`config.mk`:
```
export PLATFORM = sky130hd
export DESIGN_NAME = ip_address_table_mask_filter_unit_flat
export DESIGN_NICKNAME = d
export VERILOG_FILES = /design/src/rtl/iptmf_pkg.sv /design/src/rtl/iptmf_in_if.sv /design/src/rtl/iptmf_out_if.sv /design/src/rtl/iptmf_ram.sv /design/src/rtl/iptmf_classify.sv /design/src/rtl/ip_address_table_mask_filter_unit.sv /design/src/flat_wrapper.sv
export VERILOG_INCLUDE_DIRS = /design/src /design/src/rtl
export SDC_FILE = /design/constraint.sdc
export NUM_CORES = 2
export LEC_CHECK = 0
export CAP_MARGIN = 10
export CELL_PAD_IN_SITES_DETAIL_PLACEMENT = 0
export CELL_PAD_IN_SITES_GLOBAL_PLACEMENT = 1
export CORE_AREA = 2 2 382 460
export DETAILED_ROUTE_END_ITERATION = 7
export DIE_AREA = 0 0 384 462
export DONT_BUFFER_PORTS = 1
export HOLD_SLACK_MARGIN = 0.15
export PLACE_DENSITY_LB_ADDON = 0.1
export SETUP_SLACK_MARGIN = 0.05
export SLEW_MARGIN = 40
export SYNTH_ARGS = -nofsm -noshare
export SYNTH_HDL_FRONTEND = slang
export SYNTH_SLANG_ARGS = --single-unit
```
`constraint.sdc`:
```
create_clock -name clk -period 5.55 [get_ports clk]
set_clock_uncertainty 0.2 [all_clocks]
set_input_delay 0.2775 -clock clk [delete_from_list [all_inputs] [get_ports clk]]
set_output_delay 0.2775 -clock clk [all_outputs]
set_load 0.05 [all_outputs]
```
`src/rtl/ip_address_table_mask_filter_unit_defines.svh`:
```
// Assertion macros for the IPv4 address table with mask filter.
// Included by the top level; no other dependencies.
`ifndef IP_ADDRESS_TABLE_MASK_FILTER_UNIT_DEFINES_SVH
`define IP_ADDRESS_TABLE_MASK_FILTER_UNIT_DEFINES_SVH

`ifndef SYNTHESIS
// Property must hold at every clock edge outside reset.
`define IPTMF_ASSERT(label, clk, rst, prop) \
  label: assert property (@(posedge clk) disable iff (rst) prop) \
    else $error("assertion failed");
// Condition must never be true outside reset.
`define IPTMF_NEVER(label, clk, rst, cond) \
  label: assert property (@(posedge clk) disable iff (rst) !(cond)) \
    else $error("forbidden condition seen");
`else
`define IPTMF_ASSERT(label, clk, rst, prop)
`define IPTMF_NEVER(label, clk, rst, cond)
`endif

`endif

```
`src/rtl/iptmf_pkg.sv`:
```
// Shared codes, constants and types for the IPv4 address table with mask filter.
// No dependencies.
`timescale 1ns / 1ps

package iptmf_pkg;

  // Command codes.
  localparam logic [1:0] CMD_INSERT = 2'd0;
  localparam logic [1:0] CMD_REMOVE = 2'd1;
  localparam logic [1:0] CMD_FILTER = 2'd2;

  // Result status codes.
  localparam logic [1:0] ST_OK        = 2'd0;
  localparam logic [1:0] ST_FULL      = 2'd1;
  localparam logic [1:0] ST_NOT_FOUND = 2'd2;
  localparam logic [1:0] ST_NO_MATCH  = 2'd3;

  // Category codes.
  localparam logic [1:0] CAT_PRIVATE = 2'd0;
  localparam logic [1:0] CAT_SPECIAL = 2'd1;
  localparam logic [1:0] CAT_PUBLIC  = 2'd2;

  // Address class codes.
  localparam logic [2:0] CLS_A    = 3'd0;
  localparam logic [2:0] CLS_B    = 3'd1;
  localparam logic [2:0] CLS_C    = 3'd2;
  localparam logic [2:0] CLS_D    = 3'd3;
  localparam logic [2:0] CLS_E    = 3'd4;
  localparam logic [2:0] CLS_NONE = 3'd5;

  // Octet boundaries used by the classifier.
  localparam logic [7:0] OCT_PRIV_A    = 8'd10;
  localparam logic [7:0] OCT_PRIV_B    = 8'd172;
  localparam logic [7:0] OCT_PRIV_B_LO = 8'd16;
  localparam logic [7:0] OCT_PRIV_B_HI = 8'd31;
  localparam logic [7:0] OCT_PRIV_C    = 8'd192;
  localparam logic [7:0] OCT_PRIV_C2   = 8'd168;
  localparam logic [7:0] OCT_LOOPBACK  = 8'd127;
  localparam logic [7:0] CLS_A_MAX     = 8'd126;
  localparam logic [7:0] CLS_B_MAX     = 8'd191;
  localparam logic [7:0] CLS_C_MAX     = 8'd223;
  localparam logic [7:0] CLS_D_MAX     = 8'd239;

  localparam logic [31:0] LOOPBACK_ADDR = 32'h7F00_0001;

  typedef struct packed {
    logic [1:0] category;
    logic [2:0] addr_class;
  } class_info_t;

endpackage

```
`src/rtl/iptmf_in_if.sv`:
```
// Request channel of the IPv4 address table: command, address and mask.
// No dependencies.
`timescale 1ns / 1ps

interface iptmf_in_if;
  logic        valid;
  logic        ready;
  logic [1:0]  cmd;
  logic [31:0] address;
  logic [31:0] mask;

  modport source (output valid, output cmd, output address, output mask, input ready);
  modport sink (input valid, input cmd, input address, input mask, output ready);
endinterface

```
`src/rtl/iptmf_out_if.sv`:
```
// Result channel of the IPv4 address table: entry, status and classification.
// No dependencies.
`timescale 1ns / 1ps

interface iptmf_out_if;
  logic        valid;
  logic        ready;
  logic [31:0] entry_address;
  logic [1:0]  status;
  logic [1:0]  category;
  logic [2:0]  addr_class;
  logic        last;

  modport source (output valid, output entry_address, output status, output category,
                  output addr_class, output last, input ready);
  modport sink (input valid, input entry_address, input status, input category,
                input addr_class, input last, output ready);
endinterface

```
`src/rtl/iptmf_ram.sv`:
```
// Generic single-write, single-read RAM with registered read data.
// No dependencies.
`timescale 1ns / 1ps

module iptmf_ram #(
  parameter int WIDTH = 32,
  parameter int DEPTH = 64
) (
  input  logic                             clk,
  input  logic                             we,
  input  logic [$clog2(DEPTH)-1:0]         waddr,
  input  logic [WIDTH-1:0]                 wdata,
  input  logic                             re,
  input  logic [$clog2(DEPTH)-1:0]         raddr,
  output logic [WIDTH-1:0]                 rdata
);

  logic [WIDTH-1:0] mem [DEPTH];

  always_ff @(posedge clk) begin
    if (we) begin
      mem[waddr] <= wdata;
    end
    if (re) begin
      rdata <= mem[raddr];
    end
  end

endmodule

```
`src/rtl/iptmf_classify.sv`:
```
// Category and address class decode of one IPv4 address.
// Depends on iptmf_pkg.
`timescale 1ns / 1ps

module iptmf_classify import iptmf_pkg::*; (
  input  logic [31:0] addr,
  output class_info_t info
);

  logic [7:0] o0;
  logic [7:0] o1;
  logic       is_private;

  assign o0 = addr[31:24];
  assign o1 = addr[23:16];

  // Private ranges cover 10/8, 172.16/12 and the whole 192.168/16.
  assign is_private = (o0 == OCT_PRIV_A) ||
                      (o0 == OCT_PRIV_B && o1 >= OCT_PRIV_B_LO && o1 <= OCT_PRIV_B_HI) ||
                      (o0 == OCT_PRIV_C && o1 == OCT_PRIV_C2);

  always_comb begin
    if (is_private) begin
      info.category = CAT_PRIVATE;
    end else if (addr == LOOPBACK_ADDR) begin
      info.category = CAT_SPECIAL;
    end else begin
      info.category = CAT_PUBLIC;
    end

    if (o0 <= CLS_A_MAX) begin
      info.addr_class = CLS_A;
    end else if (o0 == OCT_LOOPBACK) begin
      info.addr_class = CLS_NONE;
    end else if (o0 <= CLS_B_MAX) begin
      info.addr_class = CLS_B;
    end else if (o0 <= CLS_C_MAX) begin
      info.addr_class = CLS_C;
    end else if (o0 <= CLS_D_MAX) begin
      info.addr_class = CLS_D;
    end else begin
      info.addr_class = CLS_E;
    end
  end

endmodule

```
`src/rtl/ip_address_table_mask_filter_unit.sv`:
```
// IPv4 address table with mask filter: insert, remove with gap closing, filter.
// Insert writes at the count unless the table is full, in the accepting cycle; its result is
// loaded from the done state, and the next request is accepted as it is loaded. Remove and
// filter read one entry per cycle, filter only while the result channel takes its matches. One request at a time.
// Synchronous reset empties the table (count zero); RAM contents are not cleared.
// Depends on iptmf_pkg, iptmf_in_if, iptmf_out_if, iptmf_ram, iptmf_classify.
`timescale 1ns / 1ps
`include "ip_address_table_mask_filter_unit_defines.svh"

module ip_address_table_mask_filter_unit import iptmf_pkg::*; #(
  parameter int TABLE_DEPTH = 64
) (
  input  logic        clk,
  input  logic        rst,
  iptmf_in_if.sink    req,
  iptmf_out_if.source rsp
);

  localparam int AW = $clog2(TABLE_DEPTH);
  localparam int CW = $clog2(TABLE_DEPTH + 1);
  localparam logic [CW-1:0] DEPTH_C = CW'(TABLE_DEPTH);

  localparam logic [1:0] S_IDLE = 2'd0;
  localparam logic [1:0] S_WALK = 2'd1;
  localparam logic [1:0] S_DONE = 2'd2;

  logic [1:0]    state;
  logic [CW-1:0] count;
  logic [1:0]    cmd_q;
  logic [31:0]   addr_q;
  logic [31:0]   mask_q;
  logic [CW-1:0] rd_idx;
  logic          pipe_vld;
  logic [AW-1:0] pipe_idx;
  logic          found;
  logic          pend_vld;
  logic [31:0]   pend_addr;
  logic [1:0]    done_status;
  logic          out_valid;

  logic          accept;
  logic          insert_ok;
  logic          emit_ok;
  logic          is_filter;
  logic          hit_eq;
  logic          hit_mask;
  logic          stall;
  logic          issue;
  logic          walk_end;
  logic          load_walk;
  logic          load_done;

  logic          ram_we;
  logic [AW-1:0] ram_waddr;
  logic [31:0]   ram_wdata;
  logic          ram_re;
  logic [31:0]   rdata;
  class_info_t   pend_info;

  iptmf_ram #(
    .WIDTH (32),
    .DEPTH (TABLE_DEPTH)
  ) u_ram (
    .clk   (clk),
    .we    (ram_we),
    .waddr (ram_waddr),
    .wdata (ram_wdata),
    .re    (ram_re),
    .raddr (rd_idx[AW-1:0]),
    .rdata (rdata)
  );

  iptmf_classify u_classify (
    .addr (pend_addr),
    .info (pend_info)
  );

  assign req.ready = (state == S_IDLE);
  assign accept    = req.valid && req.ready;
  assign insert_ok = accept && (req.cmd == CMD_INSERT) && (count < DEPTH_C);
  assign emit_ok   = !out_valid || rsp.ready;
  assign is_filter = (cmd_q == CMD_FILTER);
  assign hit_eq    = (rdata == addr_q);
  assign hit_mask  = ((rdata & mask_q) == mask_q);

  // A new match must push the previous one out; hold the walk if the
  // output register cannot take it.
  assign stall    = pipe_vld && is_filter && hit_mask && pend_vld && !emit_ok;
  assign issue    = (rd_idx != count);
  assign walk_end = !issue && !pipe_vld;
  assign ram_re   = (state == S_WALK) && !stall && issue;

  assign load_walk = (state == S_WALK) && pipe_vld && is_filter && hit_mask &&
                     pend_vld && emit_ok;
  assign load_done = (state == S_DONE) && emit_ok;

  // Insert appends at the count; remove shifts each entry after the hit down by one.
  always_comb begin
    ram_we    = 1'b0;
    ram_waddr = count[AW-1:0];
    ram_wdata = req.address;
    if (insert_ok) begin
      ram_we = 1'b1;
    end else if (state == S_WALK && pipe_vld && !is_filter && found) begin
      ram_we    = 1'b1;
      ram_waddr = pipe_idx - 1'b1;
      ram_wdata = rdata;
    end
  end

  always_ff @(posedge clk) begin
    if (rst) begin
      state     <= S_IDLE;
      count     <= '0;
      pipe_vld  <= 1'b0;
      found     <= 1'b0;
      pend_vld  <= 1'b0;
      out_valid <= 1'b0;
    end else begin
      if (load_walk || load_done) begin
        out_valid <= 1'b1;
      end else if (rsp.ready) begin
        out_valid <= 1'b0;
      end

      unique case (state)
        S_IDLE: begin
          if (accept) begin
            cmd_q    <= req.cmd;
            addr_q   <= req.address;
            mask_q   <= req.mask;
            rd_idx   <= '0;
            pipe_vld <= 1'b0;
            found    <= 1'b0;
            pend_vld <= 1'b0;
            unique case (req.cmd) inside
              CMD_INSERT: begin
                if (count < DEPTH_C) begin
                  count       <= count + 1'b1;
                  done_status <= ST_OK;
                end else begin
                  done_status <= ST_FULL;
                end
                state <= S_DONE;
              end
              CMD_REMOVE, CMD_FILTER: begin
                state <= S_WALK;
              end
              default: begin
                state <= S_IDLE;
              end
            endcase
          end
        end
        S_WALK: begin
          if (!stall) begin
            if (issue) begin
              rd_idx <= rd_idx + 1'b1;
            end
            pipe_vld <= issue;
            pipe_idx <= rd_idx[AW-1:0];
            if (pipe_vld) begin
              if (is_filter) begin
                if (hit_mask) begin
                  pend_addr <= rdata;
                  pend_vld  <= 1'b1;
                end
              end else if (!found && hit_eq) begin
                found <= 1'b1;
              end
            end
            if (walk_end) begin
              state <= S_DONE;
              if (!is_filter) begin
                done_status <= found ? ST_OK : ST_NOT_FOUND;
                if (found) begin
                  count <= count - 1'b1;
                end
              end
            end
          end
        end
        S_DONE: begin
          if (emit_ok) begin
            state <= S_IDLE;
          end
        end
        default: begin
          state <= S_IDLE;
        end
      endcase
    end
  end

  // Result payload register.
  always_ff @(posedge clk) begin
    if (load_walk) begin
      rsp.entry_address <= pend_addr;
      rsp.status        <= ST_OK;
      rsp.category      <= pend_info.category;
      rsp.addr_class    <= pend_info.addr_class;
      rsp.last          <= 1'b0;
    end else if (load_done) begin
      rsp.last <= 1'b1;
      if (is_filter && pend_vld) begin
        rsp.entry_address <= pend_addr;
        rsp.status        <= ST_OK;
        rsp.category      <= pend_info.category;
        rsp.addr_class    <= pend_info.addr_class;
      end else begin
        rsp.entry_address <= '0;
        rsp.status        <= is_filter ? ST_NO_MATCH : done_status;
        rsp.category      <= CAT_PRIVATE;
        rsp.addr_class    <= CLS_A;
      end
    end
  end

  assign rsp.valid = out_valid;

  `IPTMF_ASSERT(a_insert_grows, clk, rst, insert_ok |=> (count == $past(count) + 1'b1))
  `IPTMF_NEVER(a_filter_read_only, clk, rst, ram_we && state == S_WALK && is_filter)
  `IPTMF_ASSERT(a_stall_holds_match, clk, rst, (state == S_WALK && stall) |=> $stable(pend_addr))

endmodule
```
`src/flat_wrapper.sv`:
```
// flat-port wrapper written by rule: the top's interface ports become plain ports
module ip_address_table_mask_filter_unit_flat import iptmf_pkg::*;
#(
  parameter int TABLE_DEPTH = 64
)
  (clk, rst, req_valid, req_cmd, req_address, req_mask, req_ready, rsp_valid, rsp_entry_address, rsp_status, rsp_category, rsp_addr_class, rsp_last, rsp_ready);
  iptmf_in_if req_i ();
  iptmf_out_if rsp_i ();
  input  logic clk;
  input  logic rst;
  input wire logic [$bits(req_i.valid)-1:0] req_valid;
  input wire logic [$bits(req_i.cmd)-1:0] req_cmd;
  input wire logic [$bits(req_i.address)-1:0] req_address;
  input wire logic [$bits(req_i.mask)-1:0] req_mask;
  output wire logic [$bits(req_i.ready)-1:0] req_ready;
  output wire logic [$bits(rsp_i.valid)-1:0] rsp_valid;
  output wire logic [$bits(rsp_i.entry_address)-1:0] rsp_entry_address;
  output wire logic [$bits(rsp_i.status)-1:0] rsp_status;
  output wire logic [$bits(rsp_i.category)-1:0] rsp_category;
  output wire logic [$bits(rsp_i.addr_class)-1:0] rsp_addr_class;
  output wire logic [$bits(rsp_i.last)-1:0] rsp_last;
  input wire logic [$bits(rsp_i.ready)-1:0] rsp_ready;
  assign req_i.valid = req_valid;
  assign req_i.cmd = req_cmd;
  assign req_i.address = req_address;
  assign req_i.mask = req_mask;
  assign req_ready = req_i.ready;
  assign rsp_valid = rsp_i.valid;
  assign rsp_entry_address = rsp_i.entry_address;
  assign rsp_status = rsp_i.status;
  assign rsp_category = rsp_i.category;
  assign rsp_addr_class = rsp_i.addr_class;
  assign rsp_last = rsp_i.last;
  assign rsp_i.ready = rsp_ready;
  ip_address_table_mask_filter_unit #(.TABLE_DEPTH(TABLE_DEPTH)) u_core (.clk(clk), .rst(rst), .req(req_i), .rsp(rsp_i));
endmodule
```
==> flow_summary.yaml <==
critical_path:
  critical_path.cell_chain: "nand2_1 > nor4_4 > buf_4 > mux2_1 > nor2_1 > nand2_1 > nor2_4 > buf_4"
  r2r_cells: 8
  r2r_end: "u_core.u_ram.mem[1][31]"
  required_ns: 5.90
  worst_path_largest_cell_delay_ns: 0.80
  critical_path.slowest_cell: "nor2_4"
  path_class: "register to register"
  worstSetupStartpoint: "u_core.state[0]"
  path_buf_inv: 2
  arrival_ns: 4.74
  ff2ff_setup_slack_ns: 1.17
  critical_path_peak_fanout: 21
  critPathTopFamily: "simple AND/OR/NAND/NOR gates"
  critical_path.endpoint_type: "register"
  r2r-start: "u_core.state[0]"
  crit_path_start_kind: "register"
global_routing:
  busiest_layer: "met2"
  antenna_found_initial: 9
  grt_pass1_wl_um: 324000
  grt_pass1_vias: 41860
  use_met1_pct: 35.8
  grt-ovfl-total: 0
  grt_max_degree: 90
  use_met2_pct: 43.8
  grtUsageTotal_pct: 26.3
  met3_usage_pct: 4.49
die:
  dieArea_sq_um: 177000
  dieWidth_um: 384
  rows: 168
  die_y_um: 462
  ios: 112
  coreArea_sq_um: 173000
  start_util_pct: 49.5
clocking:
  root_buffer: "clkbuf_16"
  cts_tree: "yes"
  cts.htree.levels: 4
  clkLatencyLatePin_ns: 0.86
  path_clk_slew_ns: 0.06
  cts_sinks: 2246
  cts.path.max_buffers: 3
  cts_setup_buffers: 0
  cts_buffers: 216
synth:
  synth-seq-cells: 2246
  synth_top_cell_area_share_pct: 78.0
  synth_common_cells: "2230 x edfxtp_1, 516 x mux4_2, 142 x nor2_1"
  yosysTopAreaCell: "edfxtp_1"
  synth-async-reset-ratio_pct: 0
  synthTopCellsByArea: "edfxtp_1 78%, mux4_2 14%, a22oi_1 1.0%"
  synthFlopType: "edfxtp_1"
  synth_seq_area_share_pct: 78.3
  yosysWarnings: 0
  synth_cell_types: 56
  synthesis.area_sq_um: 85900
  synth_cells: 3871
  yosysMostFrequentCell: "edfxtp_1"
  post_synth.cell_area_avg_sq_um: 22.2
  synth_edf_count: 2230
  syn_nets: 3951
placed_design:
  hpwl_um: 139000
  place_inst: 6152
  gp_congestion: 0.875
  port_buffers: 0
sta:
  fmax_mhz: 228
  period_share_pct: 79.0
  min_period_ns: 4.38
  drv_slew: 0
  hold_slack_ns: 0.263
  rsz0062_at_grt: "false"
  worst_pin_slew_ns: 0.853
  finalSetupViolations: 0
  relSlewSlack_pct: 42.9
  fin_tns_setup_ns: 0
  hold_violations: 0
power:
  leakage_nw: 30.8
  power_density_nw_per_um2: 356
  peakVddDrop_v: 0.000291
  combPwrFrac_pct: 6.5
  power.internal_mw: 27.2
  p_switching_mw: 7.93
  power_frac_seq_pct: 53.9
  power.clock.fraction_pct: 39.6
  fin_total_pwr_mw: 35.1
  switching_share_pct: 22.6
final_layout:
  utilization_pct: 57.0
  drive_above_1_share_pct: 25.6
  n_fill_cell: 12729
  multi_input_area_sq_um: 18400
  area.growth.synth_to_final_pct: 15.0
  seqCellArea_sq_um: 67300
  final_nets: 4302
  final_cells: 6701
hold_path:
  whs_endpoint: "u_core.count[5]"
  holdPathStages: 3
  hold_class: "primary input to register"
  hold_start: "rst"
drt:
  wire_per_inst_um: 34.5
  ant_nets: 0
  vias: 41437
  wirelength_um: 231000
  firstDrtPassIters: 5
  drc: 0
  drt_iter0_drc: 4352
  viasPerCell: 6.18
run_status:
  status: "finished clean"
job:
  cap_viol_max_count: 0
## power groups by stage
stage          combinational (mW)  sequential (mW)  clock, mW
6_report                     2.29             18.9       13.9
5_1_grt                      2.41             18.9       14.8
4_1_cts                      2.31             18.9       14.2
3_5_place_dp                 2.21             19.3          0
3_3_place_gp                 2.18             19.3          0
2_1_floorplan                1.29             19.2          0
## tightest hold or removal path, cell delays in order
cell and delay, ns:
dlygate4sd3_1 0.55, buf_2 0.28, nor2_1 0.14
## final cells by class
| class | count | share of cell area [%] |
|---|---|---|
| Timing Repair Buffer | 341 | 3.54 |
| Tap cell | 2295 | 2.91 |
| Antenna cell | 5 | 0.0127 |
| Inverter | 24 | 0.0912 |
| Clock buffer | 275 | 5.73 |
| Multi-Input combinational cell | 1393 | 18.6 |
| Clock inverter | 122 | 0.982 |
| Sequential cell | 2246 | 68.1 |
## registers in the layout (all words and copies together) (netlist names), 7 cells and up
| register | cells |
|---|---|
| u_core.mask_q | 32 |
| u_core.addr_q | 32 |
| u_core.rsp.entry_address | 32 |
| u_core.u_ram.rdata | 32 |
| u_core.rd_idx | 7 |
| u_core.pend_addr | 32 |
| u_core.u_ram.mem | 2048 |
| u_core.count | 7 |
## cell families after synthesis
kind of cell               Yosys count  synth area share (%)
muxes                              600                  14.6
adders and majority gates           10                 0.154
AOI/OAI and AO/OA                  354                  3.00
DFF                               2246                  78.3
buffers and inverters              232                  1.25
xor gates and xnor gates            52                 0.530
and+or+nand+nor                    377                  2.17
## worst max-delay path by stage
stage | end | cells past startpoint
2_1_floorplan | u_core.addr_q[0] | 4
5_1_grt | u_core.u_ram.mem[1][31] | 8
3_3_place_gp | u_core.u_ram.mem[46][17] | 8
3_5_place_dp | u_core.u_ram.mem[39][3] | 8
6_report | u_core.u_ram.mem[1][31] | 8
4_1_cts | u_core.u_ram.mem[39][19] | 8
## cell usage in the layout (no fill, tap or decap), drive strengths merged, types with 33 or more instances in the layout
cell,n
edfxtp,2230
mux4,516
clkbuf,276
buf,198
dlygate4sd3,142
nor2,142
a22oi,114
clkinv,102
a21oi,65
nand2,56
mux2i,48
a221oi,46
a22o,41
nand2b,38
mux2,36
and3,33
inv,33
## metal layers
layer / part of all wire [%] / vias to the layer above
met5: 0.0056 / -
met4: 3.3 / 2
met3: 6.6 / 311
met2: 50 / 1502
met1: 40 / 22506
li1: - / 17116
## per-stage QoR
stage	cell area, sq um	setup slack [ns]
floorplan	85900	0.701
global placement	90200	1.16
detailed placement	90600	1.16
CTS	98600	1.13
global route	98800	0.957
finish	98800	1.17
## repair_timing
| item | CTS | global route |
|---|---|---|
| gates resized for setup | 0 | 0 |
| hold endpoints to repair | 1660 | 43 |
| hold buffers | 142 | 1 |
Note: power is estimated with default switching activity, not from simulation.
